--- config.mk ---
export PLATFORM = sky130hd
export DESIGN_NAME = line_rasterizer_with_wrap
export DESIGN_NICKNAME = d
export VERILOG_FILES = /design/src/rtl/core/lrw_pkg.sv /design/src/rtl/core/lrw_front.sv /design/src/rtl/core/lrw_cmd_q.sv /design/src/rtl/core/lrw_back.sv /design/src/rtl/core/line_rasterizer_with_wrap.sv
export VERILOG_INCLUDE_DIRS = /design/src /design/src/rtl/core
export SDC_FILE = /design/constraint.sdc
export NUM_CORES = 1
export LEC_CHECK = 0
export BUFFER_PORTS_ARGS = -buffer_cell sky130_fd_sc_hd__buf_2
export CAP_MARGIN = 5
export CELL_PAD_IN_SITES_DETAIL_PLACEMENT = 1
export CELL_PAD_IN_SITES_GLOBAL_PLACEMENT = 2
export CORE_ASPECT_RATIO = 0.5
export CORE_MARGIN = 4
export CORE_UTILIZATION = 46
export CTS_CLUSTER_DIAMETER = 100
export DETAILED_ROUTE_END_ITERATION = 16
export PLACE_DENSITY = 0.95
export SETUP_SLACK_MARGIN = 0.15
export SLEW_MARGIN = 20
export SYNTH_ARGS = -nofsm -noshare
export SYNTH_HDL_FRONTEND = slang
export SYNTH_SLANG_ARGS = --single-unit
--- constraint.sdc ---
create_clock -name aclk -period 11.45 [get_ports aclk]
set_clock_uncertainty 0.2 [all_clocks]
set_input_delay 0.5725 -clock aclk [delete_from_list [all_inputs] [get_ports aclk]]
set_output_delay 0.5725 -clock aclk [all_outputs]
set_load 0.01 [all_outputs]
--- src/rtl/core/assert_macros.svh ---
// Assertion helpers shared by the RTL files.
`ifndef ASSERT_MACROS_SVH
`define ASSERT_MACROS_SVH

// Checks a property on every rising clock edge outside reset.
`define ASSERT_CLK(label, clk, rstn, prop, msg) \
    label: assert property (@(posedge clk) disable iff (!rstn) prop) else $error(msg);

// Checks that a condition never holds on a rising clock edge outside reset.
`define ASSERT_NEVER(label, clk, rstn, expr, msg) \
    label: assert property (@(posedge clk) disable iff (!rstn) !(expr)) else $error(msg);

`endif

--- src/rtl/core/lrw_pkg.sv ---
`default_nettype none

package lrw_pkg;

    // Coordinate bits that the stepper uses; ports keep the full point width.
    localparam int COORD_BITS = 6;
    localparam int POINT_W    = 6;
    localparam int DIM_W      = 7;
    localparam int INDEX_W    = 12;
    localparam int CFG_IDX_W  = 2;
    localparam int CFG_DATA_W = 7;

    // The balance needs two bits above twice the largest delta plus a sign.
    localparam int BAL_W      = COORD_BITS + 3;
    localparam int DIV_CNT_W  = $clog2(COORD_BITS);

    // Command queue between the front and the stepper.
    localparam int QUEUE_DEPTH = 2;
    localparam int QPTR_W      = $clog2(QUEUE_DEPTH);
    localparam int QCNT_W      = $clog2(QUEUE_DEPTH + 1);

    localparam logic [DIM_W-1:0] DIM_MAX = DIM_W'(64);
    localparam logic [DIM_W-1:0] DIM_MIN = DIM_W'(1);

    // Configuration register indexes.
    localparam logic [CFG_IDX_W-1:0] REG_LAYER_WIDTH  = CFG_IDX_W'(0);
    localparam logic [CFG_IDX_W-1:0] REG_LAYER_HEIGHT = CFG_IDX_W'(1);
    localparam logic [CFG_IDX_W-1:0] REG_WRAP_ENABLE  = CFG_IDX_W'(2);

    typedef enum logic [1:0] {
        FRONT_IDLE,
        FRONT_MOD,
        FRONT_PUSH
    } front_state_t;

    typedef enum logic {
        BACK_IDLE,
        BACK_RUN
    } back_state_t;

    // One classified line command, ready for the stepper.
    typedef struct packed {
        logic [COORD_BITS-1:0]   start_col;
        logic [COORD_BITS-1:0]   start_row;
        logic [COORD_BITS-1:0]   wrap_col;
        logic [COORD_BITS-1:0]   wrap_row;
        logic                    major_is_col;
        logic                    col_neg;
        logic                    row_neg;
        logic signed [BAL_W-1:0] bal_init;
        logic signed [BAL_W-1:0] bal_dec;
        logic signed [BAL_W-1:0] bal_inc;
        logic [COORD_BITS-1:0]   count;
    } lrw_cmd_t;

    // Maps a written layer dimension into the range 1 to 64.
    function automatic logic [DIM_W-1:0] clamp_dim(input logic [DIM_W-1:0] v);
        logic [DIM_W-1:0] r;
        if (v == '0) begin
            r = DIM_MIN;
        end else if (v > DIM_MAX) begin
            r = DIM_MAX;
        end else begin
            r = v;
        end
        return r;
    endfunction

endpackage

`default_nettype wire

--- src/rtl/core/lrw_front.sv ---
`default_nettype none
`include "assert_macros.svh"

module lrw_front
    import lrw_pkg::*;
(
    input  wire logic               aclk,
    input  wire logic               aresetn,
    input  wire logic               s_valid,
    output logic                    s_ready,
    input  wire logic [POINT_W-1:0] s_start_col,
    input  wire logic [POINT_W-1:0] s_start_row,
    input  wire logic [POINT_W-1:0] s_end_col,
    input  wire logic [POINT_W-1:0] s_end_row,
    input  wire logic [DIM_W-1:0]   layer_width,
    input  wire logic [DIM_W-1:0]   layer_height,
    output logic                    push_valid,
    input  wire logic               push_ready,
    output lrw_cmd_t                push_cmd
);

    front_state_t state_reg, state_next;

    logic [COORD_BITS-1:0] x0_reg, x0_next;
    logic [COORD_BITS-1:0] y0_reg, y0_next;
    logic [COORD_BITS-1:0] x1_reg, x1_next;
    logic [COORD_BITS-1:0] y1_reg, y1_next;
    logic [DIM_W-1:0]      rem_col_reg, rem_col_next;
    logic [DIM_W-1:0]      rem_row_reg, rem_row_next;
    logic [DIV_CNT_W-1:0]  bit_cnt_reg, bit_cnt_next;

    logic                  accept;
    logic                  col_neg;
    logic                  row_neg;
    logic [COORD_BITS-1:0] dx;
    logic [COORD_BITS-1:0] dy;
    logic                  major_is_col;
    logic [COORD_BITS-1:0] d_major;
    logic [COORD_BITS-1:0] d_minor;
    logic signed [BAL_W-1:0] twice_minor;
    logic signed [BAL_W-1:0] twice_major;
    logic signed [BAL_W-1:0] major_ext;
    logic                  rem_ok;

    // One restoring step of the remainder: shift in a dividend bit, subtract if it fits.
    function automatic logic [DIM_W-1:0] mod_step(
        input logic [DIM_W-1:0] rem,
        input logic             din,
        input logic [DIM_W-1:0] divisor
    );
        logic [DIM_W-1:0] trial;
        trial = {rem[DIM_W-2:0], din};
        if (trial >= divisor) begin
            trial = trial - divisor;
        end
        return trial;
    endfunction

    assign accept = s_valid && s_ready;

    // Next state.
    always_comb begin
        state_next = state_reg;
        unique case (state_reg)
            FRONT_IDLE: begin
                if (s_valid) begin
                    state_next = FRONT_MOD;
                end
            end
            FRONT_MOD: begin
                if (bit_cnt_reg == '0) begin
                    state_next = FRONT_PUSH;
                end
            end
            FRONT_PUSH: begin
                if (push_ready) begin
                    state_next = FRONT_IDLE;
                end
            end
            default: begin
                state_next = FRONT_IDLE;
            end
        endcase
    end

    // Handshake outputs.
    always_comb begin
        s_ready    = 1'b0;
        push_valid = 1'b0;
        unique case (state_reg)
            FRONT_IDLE: s_ready    = 1'b1;
            FRONT_MOD:  s_ready    = 1'b0;
            FRONT_PUSH: push_valid = 1'b1;
            default:    s_ready    = 1'b0;
        endcase
    end

    // Capture the endpoints and reduce the start point modulo the layer, one bit a cycle.
    always_comb begin
        x0_next      = x0_reg;
        y0_next      = y0_reg;
        x1_next      = x1_reg;
        y1_next      = y1_reg;
        rem_col_next = rem_col_reg;
        rem_row_next = rem_row_reg;
        bit_cnt_next = bit_cnt_reg;
        if (accept) begin
            x0_next      = s_start_col[COORD_BITS-1:0];
            y0_next      = s_start_row[COORD_BITS-1:0];
            x1_next      = s_end_col[COORD_BITS-1:0];
            y1_next      = s_end_row[COORD_BITS-1:0];
            rem_col_next = '0;
            rem_row_next = '0;
            bit_cnt_next = DIV_CNT_W'(COORD_BITS - 1);
        end else if (state_reg == FRONT_MOD) begin
            rem_col_next = mod_step(rem_col_reg, x0_reg[bit_cnt_reg], layer_width);
            rem_row_next = mod_step(rem_row_reg, y0_reg[bit_cnt_reg], layer_height);
            bit_cnt_next = bit_cnt_reg - 1'b1;
        end
    end

    // Classify the line: deltas, directions, major axis and balance terms.
    always_comb begin
        col_neg      = x1_reg < x0_reg;
        row_neg      = y1_reg < y0_reg;
        dx           = col_neg ? (x0_reg - x1_reg) : (x1_reg - x0_reg);
        dy           = row_neg ? (y0_reg - y1_reg) : (y1_reg - y0_reg);
        major_is_col = dx >= dy;
        d_major      = major_is_col ? dx : dy;
        d_minor      = major_is_col ? dy : dx;
        twice_minor  = BAL_W'({d_minor, 1'b0});
        twice_major  = BAL_W'({d_major, 1'b0});
        major_ext    = BAL_W'(d_major);

        push_cmd.start_col    = x0_reg;
        push_cmd.start_row    = y0_reg;
        push_cmd.wrap_col     = rem_col_reg[COORD_BITS-1:0];
        push_cmd.wrap_row     = rem_row_reg[COORD_BITS-1:0];
        push_cmd.major_is_col = major_is_col;
        push_cmd.col_neg      = col_neg;
        push_cmd.row_neg      = row_neg;
        push_cmd.bal_init     = twice_minor - major_ext;
        push_cmd.bal_dec      = twice_minor - twice_major;
        push_cmd.bal_inc      = twice_minor;
        push_cmd.count        = d_major;
    end

    always_ff @(posedge aclk) begin
        if (!aresetn) begin
            state_reg <= FRONT_IDLE;
        end else begin
            state_reg <= state_next;
        end
    end

    always_ff @(posedge aclk) begin
        x0_reg      <= x0_next;
        y0_reg      <= y0_next;
        x1_reg      <= x1_next;
        y1_reg      <= y1_next;
        rem_col_reg <= rem_col_next;
        rem_row_reg <= rem_row_next;
        bit_cnt_reg <= bit_cnt_next;
    end

    // The partial remainders must stay below their divisors.
    assign rem_ok = (rem_col_reg < layer_width) && (rem_row_reg < layer_height);

    `ASSERT_CLK(a_front_rem_bound, aclk, aresetn, (state_reg != FRONT_IDLE) |-> rem_ok, "start remainder out of range")

endmodule

`default_nettype wire

--- src/rtl/core/lrw_cmd_q.sv ---
`default_nettype none
`include "assert_macros.svh"

module lrw_cmd_q
    import lrw_pkg::*;
(
    input  wire logic     aclk,
    input  wire logic     aresetn,
    input  wire logic     push_valid,
    output logic          push_ready,
    input  wire lrw_cmd_t push_cmd,
    output logic          pop_valid,
    input  wire logic     pop_ready,
    output lrw_cmd_t      pop_cmd
);

    lrw_cmd_t          entry_reg [QUEUE_DEPTH];
    logic [QPTR_W-1:0] wr_ptr_reg, wr_ptr_next;
    logic [QPTR_W-1:0] rd_ptr_reg, rd_ptr_next;
    logic [QCNT_W-1:0] count_reg, count_next;
    logic              push;
    logic              pop;
    logic              ptr_edge;
    logic              ptr_match;

    assign push_ready = count_reg != QCNT_W'(QUEUE_DEPTH);
    assign pop_valid  = count_reg != '0;
    assign pop_cmd    = entry_reg[rd_ptr_reg];
    assign push       = push_valid && push_ready;
    assign pop        = pop_valid && pop_ready;

    // Pointer and fill bookkeeping.
    always_comb begin
        wr_ptr_next = wr_ptr_reg;
        rd_ptr_next = rd_ptr_reg;
        count_next  = count_reg;
        if (push) begin
            wr_ptr_next = (wr_ptr_reg == QPTR_W'(QUEUE_DEPTH - 1)) ? '0 : wr_ptr_reg + 1'b1;
        end
        if (pop) begin
            rd_ptr_next = (rd_ptr_reg == QPTR_W'(QUEUE_DEPTH - 1)) ? '0 : rd_ptr_reg + 1'b1;
        end
        if (push && !pop) begin
            count_next = count_reg + 1'b1;
        end else if (pop && !push) begin
            count_next = count_reg - 1'b1;
        end
    end

    always_ff @(posedge aclk) begin
        if (!aresetn) begin
            wr_ptr_reg <= '0;
            rd_ptr_reg <= '0;
            count_reg  <= '0;
        end else begin
            wr_ptr_reg <= wr_ptr_next;
            rd_ptr_reg <= rd_ptr_next;
            count_reg  <= count_next;
        end
    end

    // Command storage.
    always_ff @(posedge aclk) begin
        if (push) begin
            entry_reg[wr_ptr_reg] <= push_cmd;
        end
    end

    // An empty or full queue has its pointers together.
    assign ptr_edge  = (count_reg == '0) || (count_reg == QCNT_W'(QUEUE_DEPTH));
    assign ptr_match = wr_ptr_reg == rd_ptr_reg;

    `ASSERT_CLK(a_q_ptr_track, aclk, aresetn, ptr_edge |-> ptr_match, "queue pointers disagree with fill count")
    `ASSERT_NEVER(a_q_overfill, aclk, aresetn, count_reg > QCNT_W'(QUEUE_DEPTH), "queue fill count beyond depth")

endmodule

`default_nettype wire

--- src/rtl/core/lrw_back.sv ---
`default_nettype none
`include "assert_macros.svh"

module lrw_back
    import lrw_pkg::*;
(
    input  wire logic             aclk,
    input  wire logic             aresetn,
    input  wire logic [DIM_W-1:0] layer_width,
    input  wire logic [DIM_W-1:0] layer_height,
    input  wire logic             wrap_enable,
    input  wire logic             pop_valid,
    output logic                  pop_ready,
    input  wire lrw_cmd_t         pop_cmd,
    output logic                  m_valid,
    input  wire logic             m_ready,
    output logic [POINT_W-1:0]    m_point_col,
    output logic [POINT_W-1:0]    m_point_row,
    output logic [INDEX_W-1:0]    m_pixel_index,
    output logic                  m_on_layer,
    output logic                  m_last_point
);

    localparam int PROD_W = DIM_W + COORD_BITS;

    back_state_t state_reg, state_next;

    logic [COORD_BITS-1:0]   col_reg, col_next;
    logic [COORD_BITS-1:0]   row_reg, row_next;
    logic [COORD_BITS-1:0]   wcol_reg, wcol_next;
    logic [COORD_BITS-1:0]   wrow_reg, wrow_next;
    logic signed [BAL_W-1:0] bal_reg, bal_next;
    logic signed [BAL_W-1:0] dec_reg, dec_next;
    logic signed [BAL_W-1:0] inc_reg, inc_next;
    logic [COORD_BITS-1:0]   cnt_reg, cnt_next;
    logic                    major_is_col_reg, major_is_col_next;
    logic                    col_neg_reg, col_neg_next;
    logic                    row_neg_reg, row_neg_next;

    logic                    m_valid_reg, m_valid_next;
    logic [POINT_W-1:0]      m_point_col_reg;
    logic [POINT_W-1:0]      m_point_row_reg;
    logic [INDEX_W-1:0]      m_pixel_index_reg;
    logic                    m_on_layer_reg;
    logic                    m_last_point_reg;

    logic                    emit;
    logic                    line_done;
    logic                    load;
    logic                    bal_nonneg;
    logic                    step_col;
    logic                    step_row;
    logic                    in_layer;
    logic                    on_layer;
    logic [PROD_W-1:0]       prod;
    logic [PROD_W-1:0]       index_sum;
    logic [INDEX_W-1:0]      pixel_index;
    logic                    wrap_ok;

    // Wrapped coordinate after a step up or down, kept below the divisor.
    function automatic logic [COORD_BITS-1:0] wrap_up(
        input logic [COORD_BITS-1:0] v,
        input logic [DIM_W-1:0]      divisor
    );
        logic [COORD_BITS-1:0] r;
        if (DIM_W'(v) == divisor - 1'b1) begin
            r = '0;
        end else begin
            r = v + 1'b1;
        end
        return r;
    endfunction

    function automatic logic [COORD_BITS-1:0] wrap_down(
        input logic [COORD_BITS-1:0] v,
        input logic [DIM_W-1:0]      divisor
    );
        logic [COORD_BITS-1:0] r;
        if (v == '0) begin
            r = COORD_BITS'(divisor - 1'b1);
        end else begin
            r = v - 1'b1;
        end
        return r;
    endfunction

    // Stepper control.
    always_comb begin
        emit      = (state_reg == BACK_RUN) && (!m_valid_reg || m_ready);
        line_done = emit && (cnt_reg == '0);
        pop_ready = (state_reg == BACK_IDLE) || line_done;
        load      = pop_valid && pop_ready;
    end

    // Next state.
    always_comb begin
        state_next = state_reg;
        unique case (state_reg)
            BACK_IDLE: begin
                if (pop_valid) begin
                    state_next = BACK_RUN;
                end
            end
            BACK_RUN: begin
                if (line_done && !pop_valid) begin
                    state_next = BACK_IDLE;
                end
            end
            default: begin
                state_next = BACK_IDLE;
            end
        endcase
    end

    // Bresenham step: the major axis moves every point, the minor one on a nonnegative balance.
    always_comb begin
        bal_nonneg = !bal_reg[BAL_W-1];
        step_col   = major_is_col_reg || bal_nonneg;
        step_row   = !major_is_col_reg || bal_nonneg;

        col_next          = col_reg;
        row_next          = row_reg;
        wcol_next         = wcol_reg;
        wrow_next         = wrow_reg;
        bal_next          = bal_reg;
        dec_next          = dec_reg;
        inc_next          = inc_reg;
        cnt_next          = cnt_reg;
        major_is_col_next = major_is_col_reg;
        col_neg_next      = col_neg_reg;
        row_neg_next      = row_neg_reg;

        if (load) begin
            col_next          = pop_cmd.start_col;
            row_next          = pop_cmd.start_row;
            wcol_next         = pop_cmd.wrap_col;
            wrow_next         = pop_cmd.wrap_row;
            bal_next          = pop_cmd.bal_init;
            dec_next          = pop_cmd.bal_dec;
            inc_next          = pop_cmd.bal_inc;
            cnt_next          = pop_cmd.count;
            major_is_col_next = pop_cmd.major_is_col;
            col_neg_next      = pop_cmd.col_neg;
            row_neg_next      = pop_cmd.row_neg;
        end else if (emit) begin
            cnt_next = cnt_reg - 1'b1;
            bal_next = bal_reg + (bal_nonneg ? dec_reg : inc_reg);
            if (step_col) begin
                col_next  = col_neg_reg ? col_reg - 1'b1 : col_reg + 1'b1;
                wcol_next = col_neg_reg ? wrap_down(wcol_reg, layer_width)
                                        : wrap_up(wcol_reg, layer_width);
            end
            if (step_row) begin
                row_next  = row_neg_reg ? row_reg - 1'b1 : row_reg + 1'b1;
                wrow_next = row_neg_reg ? wrap_down(wrow_reg, layer_height)
                                        : wrap_up(wrow_reg, layer_height);
            end
        end
    end

    // Layer mapping of the current point; the wrapped pair equals the point when inside.
    always_comb begin
        in_layer    = (DIM_W'(col_reg) < layer_width) && (DIM_W'(row_reg) < layer_height);
        on_layer    = in_layer || wrap_enable;
        prod        = PROD_W'(layer_width) * PROD_W'(wrow_reg);
        index_sum   = prod + PROD_W'(wcol_reg);
        pixel_index = on_layer ? index_sum[INDEX_W-1:0] : '0;
    end

    // Output word register.
    always_comb begin
        if (emit) begin
            m_valid_next = 1'b1;
        end else if (m_ready) begin
            m_valid_next = 1'b0;
        end else begin
            m_valid_next = m_valid_reg;
        end
    end

    always_ff @(posedge aclk) begin
        if (!aresetn) begin
            state_reg   <= BACK_IDLE;
            m_valid_reg <= 1'b0;
        end else begin
            state_reg   <= state_next;
            m_valid_reg <= m_valid_next;
        end
    end

    always_ff @(posedge aclk) begin
        col_reg          <= col_next;
        row_reg          <= row_next;
        wcol_reg         <= wcol_next;
        wrow_reg         <= wrow_next;
        bal_reg          <= bal_next;
        dec_reg          <= dec_next;
        inc_reg          <= inc_next;
        cnt_reg          <= cnt_next;
        major_is_col_reg <= major_is_col_next;
        col_neg_reg      <= col_neg_next;
        row_neg_reg      <= row_neg_next;
        if (emit) begin
            m_point_col_reg   <= POINT_W'(col_reg);
            m_point_row_reg   <= POINT_W'(row_reg);
            m_pixel_index_reg <= pixel_index;
            m_on_layer_reg    <= on_layer;
            m_last_point_reg  <= cnt_reg == '0;
        end
    end

    assign m_valid       = m_valid_reg;
    assign m_point_col   = m_point_col_reg;
    assign m_point_row   = m_point_row_reg;
    assign m_pixel_index = m_pixel_index_reg;
    assign m_on_layer    = m_on_layer_reg;
    assign m_last_point  = m_last_point_reg;

    // The tracked wrapped coordinates stay inside the layer while a line runs.
    assign wrap_ok = (DIM_W'(wcol_reg) < layer_width) && (DIM_W'(wrow_reg) < layer_height);

    `ASSERT_CLK(a_back_wrap_bound, aclk, aresetn, (state_reg == BACK_RUN) |-> wrap_ok,
                "wrapped coordinate left the layer")
    `ASSERT_CLK(a_back_done_idle, aclk, aresetn,
                (line_done && !pop_valid) |=> (state_reg == BACK_IDLE),
                "stepper kept running after the last point")

endmodule

`default_nettype wire

--- src/rtl/core/line_rasterizer_with_wrap.sv ---
`default_nettype none

// Bresenham line rasterizer with layer wrapping. Each input word is one line
// command (start and end point); the block returns one output word per point,
// from start to end inclusive, max(|dx|,|dy|)+1 words, the final one marked by
// m_last_point. Each point carries its linear index col + layer_width*row;
// points outside the layer are wrapped by modulo or, with wrap_enable low,
// flagged off layer with index 0. Configuration writes through the cfg port
// must happen while the block is idle. The front classifies each command and
// reduces its start point modulo the layer, one remainder bit per cycle; the
// back stepper then produces one point per cycle while m_ready is high. A
// two-entry command queue lets the front prepare the next lines while the
// stepper runs.
module line_rasterizer_with_wrap
    import lrw_pkg::*;
(
    input  wire logic                  aclk,
    input  wire logic                  aresetn,
    input  wire logic                  cfg_valid,
    output logic                       cfg_ready,
    input  wire logic [CFG_IDX_W-1:0]  cfg_index,
    input  wire logic [CFG_DATA_W-1:0] cfg_data,
    input  wire logic                  s_valid,
    output logic                       s_ready,
    input  wire logic [POINT_W-1:0]    s_start_col,
    input  wire logic [POINT_W-1:0]    s_start_row,
    input  wire logic [POINT_W-1:0]    s_end_col,
    input  wire logic [POINT_W-1:0]    s_end_row,
    output logic                       m_valid,
    input  wire logic                  m_ready,
    output logic [POINT_W-1:0]         m_point_col,
    output logic [POINT_W-1:0]         m_point_row,
    output logic [INDEX_W-1:0]         m_pixel_index,
    output logic                       m_on_layer,
    output logic                       m_last_point
);

    logic [DIM_W-1:0] layer_width_reg, layer_width_next;
    logic [DIM_W-1:0] layer_height_reg, layer_height_next;
    logic             wrap_enable_reg, wrap_enable_next;

    logic             q_push_valid;
    logic             q_push_ready;
    lrw_cmd_t         q_push_cmd;
    logic             q_pop_valid;
    logic             q_pop_ready;
    lrw_cmd_t         q_pop_cmd;

    assign cfg_ready = 1'b1;

    // Configuration registers; dimensions are stored already clamped to 1..64.
    always_comb begin
        layer_width_next  = layer_width_reg;
        layer_height_next = layer_height_reg;
        wrap_enable_next  = wrap_enable_reg;
        if (cfg_valid && cfg_ready) begin
            unique case (cfg_index)
                REG_LAYER_WIDTH:  layer_width_next  = clamp_dim(cfg_data);
                REG_LAYER_HEIGHT: layer_height_next = clamp_dim(cfg_data);
                REG_WRAP_ENABLE:  wrap_enable_next  = cfg_data[0];
                default: begin
                end
            endcase
        end
    end

    always_ff @(posedge aclk) begin
        if (!aresetn) begin
            layer_width_reg  <= DIM_MAX;
            layer_height_reg <= DIM_MAX;
            wrap_enable_reg  <= 1'b1;
        end else begin
            layer_width_reg  <= layer_width_next;
            layer_height_reg <= layer_height_next;
            wrap_enable_reg  <= wrap_enable_next;
        end
    end

    // Front: accepts and classifies line commands.
    lrw_front u_front (
        .aclk         (aclk),
        .aresetn      (aresetn),
        .s_valid      (s_valid),
        .s_ready      (s_ready),
        .s_start_col  (s_start_col),
        .s_start_row  (s_start_row),
        .s_end_col    (s_end_col),
        .s_end_row    (s_end_row),
        .layer_width  (layer_width_reg),
        .layer_height (layer_height_reg),
        .push_valid   (q_push_valid),
        .push_ready   (q_push_ready),
        .push_cmd     (q_push_cmd)
    );

    // Command queue between front and stepper.
    lrw_cmd_q u_cmd_q (
        .aclk       (aclk),
        .aresetn    (aresetn),
        .push_valid (q_push_valid),
        .push_ready (q_push_ready),
        .push_cmd   (q_push_cmd),
        .pop_valid  (q_pop_valid),
        .pop_ready  (q_pop_ready),
        .pop_cmd    (q_pop_cmd)
    );

    // Back: steps each line and drives the output words.
    lrw_back u_back (
        .aclk          (aclk),
        .aresetn       (aresetn),
        .layer_width   (layer_width_reg),
        .layer_height  (layer_height_reg),
        .wrap_enable   (wrap_enable_reg),
        .pop_valid     (q_pop_valid),
        .pop_ready     (q_pop_ready),
        .pop_cmd       (q_pop_cmd),
        .m_valid       (m_valid),
        .m_ready       (m_ready),
        .m_point_col   (m_point_col),
        .m_point_row   (m_point_row),
        .m_pixel_index (m_pixel_index),
        .m_on_layer    (m_on_layer),
        .m_last_point  (m_last_point)
    );

endmodule

`default_nettype wire
==> results.sh, run 1 <==
export IMPL_grt_start_max_net_pins=61
export IMPL_synth_flop_cell="edfxtp_1"
export IMPL_yosysSeqAreaShare_pct=47.8
export IMPL_arrival_ps=6880
export IMPL_vias_per_cell=5.54
export IMPL_crit_type="reg -> reg"
export IMPL_synth_cells=1306
export IMPL_synth_top_family_by_area="adder cells"
export IMPL_synth_mux_area_share_pct=6.33
export IMPL_n_antenna_cell=0
export IMPL_final_nets=1551
export IMPL_avgRoutedWirePerCell_um=20.3
export IMPL_relSlewSlack_pct=38.8
export IMPL_clock_path_buffers=3
export IMPL_globalplace_congestion=0.879
export IMPL_fmax_mhz=147
export IMPL_drtAntennaViolNets=0
export IMPL_clk_latency_ps=540
export IMPL_reg2reg_depth=23
export IMPL_cap_violations=0
export IMPL_cts_tree="yes"
export IMPL_cts_hold_buf=5
export IMPL_path_cells="inv_1 > ha_1 > inv_1 > fa_1 > a21o_1 > a221oi_4 > mux2_2 > a2111o_1 > o211ai_2 > inv_1 > ha_1 > a2111oi_2 > o21ai_1 > nand2_1 > inv_2 > a21oi_1 > inv_1 > fa_1 > a21oi_1 > nand3_1 > a211oi_1 > o31ai_1 > xnor2_1"
export IMPL_p_per_area_nw_per_um2=254
export IMPL_worst_slack_ps=4630
export IMPL_fin_util_pct=51.7
export IMPL_ys_types=82
export IMPL_hold_slack_ps=16.3
export IMPL_synth_xor_area_share_pct=5.38
export IMPL_ys_seq_elements=249
export IMPL_die_x_um=262
export IMPL_cpMostUsedCell="inv_1"
export IMPL_largest_register_ff_count=106
export IMPL_start_util_pct=46.7
export IMPL_synth_nets=1491
export IMPL_finalMaxSlewViolations=0
export IMPL_final_setup_tns_ps=0
export IMPL_postCtsSetupBuffers=0
export IMPL_cts_buffers=24
export IMPL_area_growth_pct=10.6
export IMPL_vias=10047
export IMPL_vdd_drop_max_mv=0.109
export IMPL_end_kind="flop"
export IMPL_synth_compound_area_share_pct=12.1
export IMPL_postRouteWirelength_mm=36.8
export IMPL_cts_root_buf="clkbuf_16"
export IMPL_drive_gt1_share_pct=12.1
export IMPL_hold_class="in -> reg"
export IMPL_io_buffer_count=65
export IMPL_hpwlAfterDp_mm=27.0
export IMPL_drcViolationCount=0
export IMPL_die_h_um=135
export IMPL_synth_top_cell_by_area="edfxtp_1"
export IMPL_cp_depth=23
export IMPL_grt_antenna_before_repair=0
export IMPL_synthAdderAreaFrac_pct=14.2
export IMPL_rows=46
export IMPL_synth_warnings=0
export IMPL_yosys_area_share_simple_pct=9.63
export IMPL_cp_start_kind="flop"
export IMPL_h_tree_depth=1
export IMPL_die_area_sq_um=35300
export IMPL_grt_use_total_pct=20.8
export IMPL_synthArstFlopShare_pct=0
export IMPL_grt_pass1_vias=10889
export IMPL_grt_pass1_wl_mm=58.4
export IMPL_clkTransAtPathRegs_ps=70
export IMPL_rsz0062_at_grt="false"
export IMPL_syn_area_per_cell_sq_um=11.3
export IMPL_hold_depth=1
export IMPL_worst_path_buf_inv=5
export IMPL_critical_path_max_fanout=16
export IMPL_netlist_top_cells_count="edfxtp_1, inv_1, ha_1"
export IMPL_crit_path_top_delay_cell="a221oi_4"
export IMPL_synth_area_leaders="edfxtp_1, ha_1, dfxtp_1, fa_1, xnor2_1"
export IMPL_status="complete, no violations"
export IMPL_synth_edff_count=210
export IMPL_required_ps=11510
export IMPL_hold_viol=0
export IMPL_synthesis_area_sq_um=14800
export IMPL_postCtsResizedCells=0
export IMPL_synth_top_area_share_pct=42.6
export IMPL_grt_overflow=0
export IMPL_yosysMostFrequentCell="edfxtp_1"
export IMPL_drt_first_pass_iters=5
export IMPL_fin_crit_ps=6820
export IMPL_cts_sinks=249
export IMPL_worst_pin_slew_ps=919
export IMPL_crit_family="compound AO/OA/AOI/OAI gates"
export IMPL_post_route_period_util_pct=59.5
export IMPL_max_stage_delay_ps=560
export IMPL_drtIter0Drc=542
export IMPL_num_io_pins=67
export IMPL_leakage_nw=6.51
export IMPL_finalSetupViolations=0
export IMPL_fp_coreArea_sq_um=31700
export IMPL_place_ws_ps=4860
final timing paths:
check                                        from                        to  slack [ps]
worst min register to register  u_back.row_reg[2]     u_back.m_point_row[2]         310
worst max-delay path            u_front.x1_reg[0]  u_cmd_q.entry_reg[0][27]        4630
worst max register to register  u_front.x1_reg[0]  u_cmd_q.entry_reg[0][27]        4630
worst min-delay path                 s_end_col[3]         u_front.x1_reg[3]          20
per-layer routing:
layer  vias up  global-route usage, %  wire (um)
met5         -                      0          0
li1       4765                      -          -
met1      5106                   25.7      16200
met3        53                   3.13        941
met2       123                   38.5      18900
met4         0                   5.24        860
cells by family after synthesis:
group | after synthesis
fa+ha+maj | 148
xor+xnor | 91
mux | 86
compound gates | 269
simple gates | 288
flops | 249
other cells | 1
buf+inv | 174
metrics by stage:
step	power, mW	instance area [sq um]	std cells
5_1_grt	4.44	16400	1814
4_1_cts	4.17	16400	1812
6_report	4.15	16400	1814
3_3_place_gp	3.23	15600	1765
3_5_place_dp	3.38	15600	1765
2_1_floorplan	2.86	14800	1306
report_power, final:
group          switching (mW)  internal (mW)
clock network           0.340          0.430
logic                    1.10          0.770
registers               0.181           1.34
cell type report:
cell class                 instances  area, sq um
timing repair buffer              81          463
multi-input combinational        883         7070
inverter                         127          477
clock buffer                      30          623
clock inverter                    12          115
tap                              432          541
sequential                       249         7090
fill                            3370        15300
layout by cell type, fill, tap and decap left out, types with 7 or more instances in the layout:
cell type	n
edfxtp_1	210
and2_1	20
clkinv_1	7
clkbuf_16	24
a21o_1	24
fa_1	33
and3_1	7
nand3_1	13
ha_1	114
nor2b_1	41
o21ai_0	40
mux2_2	24
a21oi_1	96
xor2_1	21
buf_4	9
dlygate4sd3_1	7
xnor2_1	70
a211oi_1	21
a221oi_1	12
nor3_1	12
inv_1	122
buf_2	65
nand2b_1	11
nor2_1	71
nand2_1	85
mux2i_1	57
o21bai_1	7
dfxtp_1	38
a21boi_0	9
a31oi_1	10
Note: power is estimated with default switching activity, not from simulation.
==> run 2, diff against run 1 <==
--- a/config.mk
+++ b/config.mk
@@ -12,10 +12,10 @@
 export CELL_PAD_IN_SITES_GLOBAL_PLACEMENT = 2
 export CORE_ASPECT_RATIO = 0.5
 export CORE_MARGIN = 4
-export CORE_UTILIZATION = 46
+export CORE_UTILIZATION = 38
 export CTS_CLUSTER_DIAMETER = 100
 export DETAILED_ROUTE_END_ITERATION = 16
-export PLACE_DENSITY = 0.95
+export PLACE_DENSITY = 0.87
 export SETUP_SLACK_MARGIN = 0.15
 export SLEW_MARGIN = 20
 export SYNTH_ARGS = -nofsm -noshare
==> constraint.sdc (replaced) <==
create_clock -name aclk -period 5.9 [get_ports aclk]
set_clock_uncertainty 0.2 [all_clocks]
set_input_delay 0.295 -clock aclk [delete_from_list [all_inputs] [get_ports aclk]]
set_output_delay 0.295 -clock aclk [all_outputs]
set_load 0.01 [all_outputs]
==> run 2 against run 1 <==
Effect of this change: power is 100% higher; register-to-register slack got worse by 4200 ps; core utilization decreased by 6.5 points; first-iteration DRC count increased by 7.2%; final area rose by 4.5%.
==> results.sh, run 2 (synthesis gave the netlist of run 1 again) <==
export IMPL_vias_per_cell=5.21
export IMPL_crit_path_top_delay_cell="fa_1"
export IMPL_critical_path_max_fanout=12
export IMPL_area_growth_pct=15.6
export IMPL_min_from="cfg_data[4]"
export IMPL_grt_overflow=0
export IMPL_clock_path_buffers=3
export IMPL_grt_use_total_pct=17.8
export IMPL_r2r_slack_ps=390
export IMPL_die_area_sq_um=42400
export IMPL_rsz0062_at_grt="false"
export IMPL_required_ps=5980
export IMPL_hold_viol=0
export IMPL_final_nets=1600
export IMPL_dpl_cell_count=1866
export IMPL_final_cell_mix="edfxtp_1, inv_1, ha_1"
export IMPL_clk_latency_ps=550
export IMPL_reg2reg_depth=26
export IMPL_vias=10182
export IMPL_die_h_um=148
export IMPL_io_buffer_count=65
export IMPL_end_kind="flop"
export IMPL_finalMaxSlewViolations=0
export IMPL_drt_first_pass_iters=5
export IMPL_cts_buffers=25
export IMPL_fp_coreArea_sq_um=37900
export IMPL_hold_depth=4
export IMPL_worst_pin_slew_ps=896
export IMPL_fin_crit_ps=5510
export IMPL_fin_cells=1954
export IMPL_cts_tree="yes"
export IMPL_clkTransAtPathRegs_ps=60
export IMPL_hpwlAfterDp_mm=26.9
export IMPL_max_stage_delay_ps=420
export IMPL_post_route_period_util_pct=93.3
export IMPL_worst_path_buf_inv=7
export IMPL_layout_commonest_cell="edfxtp_1"
export IMPL_leakage_nw=6.77
export IMPL_grt_start_max_net_pins=50
export IMPL_cp_startpoint="u_front.x1_reg[0]"
export IMPL_drive_gt1_share_pct=14.6
export IMPL_start_util_pct=39.1
export IMPL_cp_start_kind="flop"
export IMPL_grt_antenna_before_repair=0
export IMPL_num_io_pins=67
export IMPL_cts_sinks=249
export IMPL_grt_pass1_wl_mm=60.5
export IMPL_largest_register_ff_count=106
export IMPL_drcViolationCount=0
export IMPL_hold_class="in -> reg"
export IMPL_drtAntennaViolNets=0
export IMPL_rows=50
export IMPL_finalSetupViolations=0
export IMPL_regToRegStartpoint="u_front.x1_reg[0]"
export IMPL_cts_root_buf="clkbuf_16"
export IMPL_crit_family="compound AO/OA/AOI/OAI gates"
export IMPL_globalplace_congestion=0.851
export IMPL_die_x_um=287
export IMPL_cp_depth=26
export IMPL_n_antenna_cell=0
export IMPL_avgRoutedWirePerCell_um=19.4
export IMPL_fmax_mhz=182
export IMPL_crit_type="reg -> reg"
export IMPL_p_per_area_nw_per_um2=492
export IMPL_vdd_drop_max_mv=0.227
export IMPL_cap_violations=0
export IMPL_relSlewSlack_pct=40.0
export IMPL_grt_pass1_vias=11076
export IMPL_fin_util_pct=45.2
export IMPL_drtIter0Drc=581
export IMPL_arrival_ps=5580
export IMPL_postRouteWirelength_mm=38.0
export IMPL_h_tree_depth=1
export IMPL_status="complete, no violations"
[run 2: final timing paths]
| kind | end |
|---|---|
| max | u_cmd_q.entry_reg[1][27] |
| min | layer_height_reg[4] |
| max reg2reg | u_cmd_q.entry_reg[1][27] |
| min reg2reg | u_cmd_q.entry_reg[0][38] |
[run 2: repair_timing]
item                                   4_1_cts  5_1_grt
endpoints found under the hold margin       35        0
buffers inserted                             1       10
setup endpoints to repair                    8       16
gates resized for setup                      7       20
hold buffers                                31        0
pin swaps                                    1        6
gates cloned                                 0        0
[run 2: cell type report]
| cell class | instances | area, sq um |
|---|---|---|
| clock buffers | 37 | 723 |
| clock inverters | 9 | 93.8 |
| fillers | 4107 | 20800 |
| inverters | 127 | 479 |
| multi-input cells | 883 | 7190 |
| flip-flops and latches | 249 | 7090 |
| well taps | 520 | 651 |
| repair buffers | 129 | 895 |
[run 2: per-layer routing]
metal | part of all wire, % | track usage (%)
met3 | 3.3 | 2.68
met2 | 51 | 32.8
met4 | 1.9 | 3.64
met5 | 0 | 0
met1 | 43 | 22.3
[run 2: metrics by stage]
stage               setup TNS [ps]  hold WS, ps  setup WS (ps)  total power [mW]  cell area (sq um)
floorplan                        0          194            467              5.56              14800
global placement                 0          275            296              6.35              15800
detailed placement            -284          274          -86.4              6.60              15800
CTS                              0         4.16            154              8.32              16900
global route                     0         24.8            130              9.02              17100
finish                           0         22.4            393              8.43              17100
[run 2: report_power, final]
part,switching (mW),internal [mW],total [mW]
sequential,0.346,2.59,2.94
combinational,2.22,1.66,3.88
clock,0.707,0.905,1.61
total,3.27,5.16,8.43
[run 2: tightest hold or removal path, stage by stage]
cell     delay (ps)
buf_2           100
nor2b_1         140
mux2i_1         130
nor2b_1          60
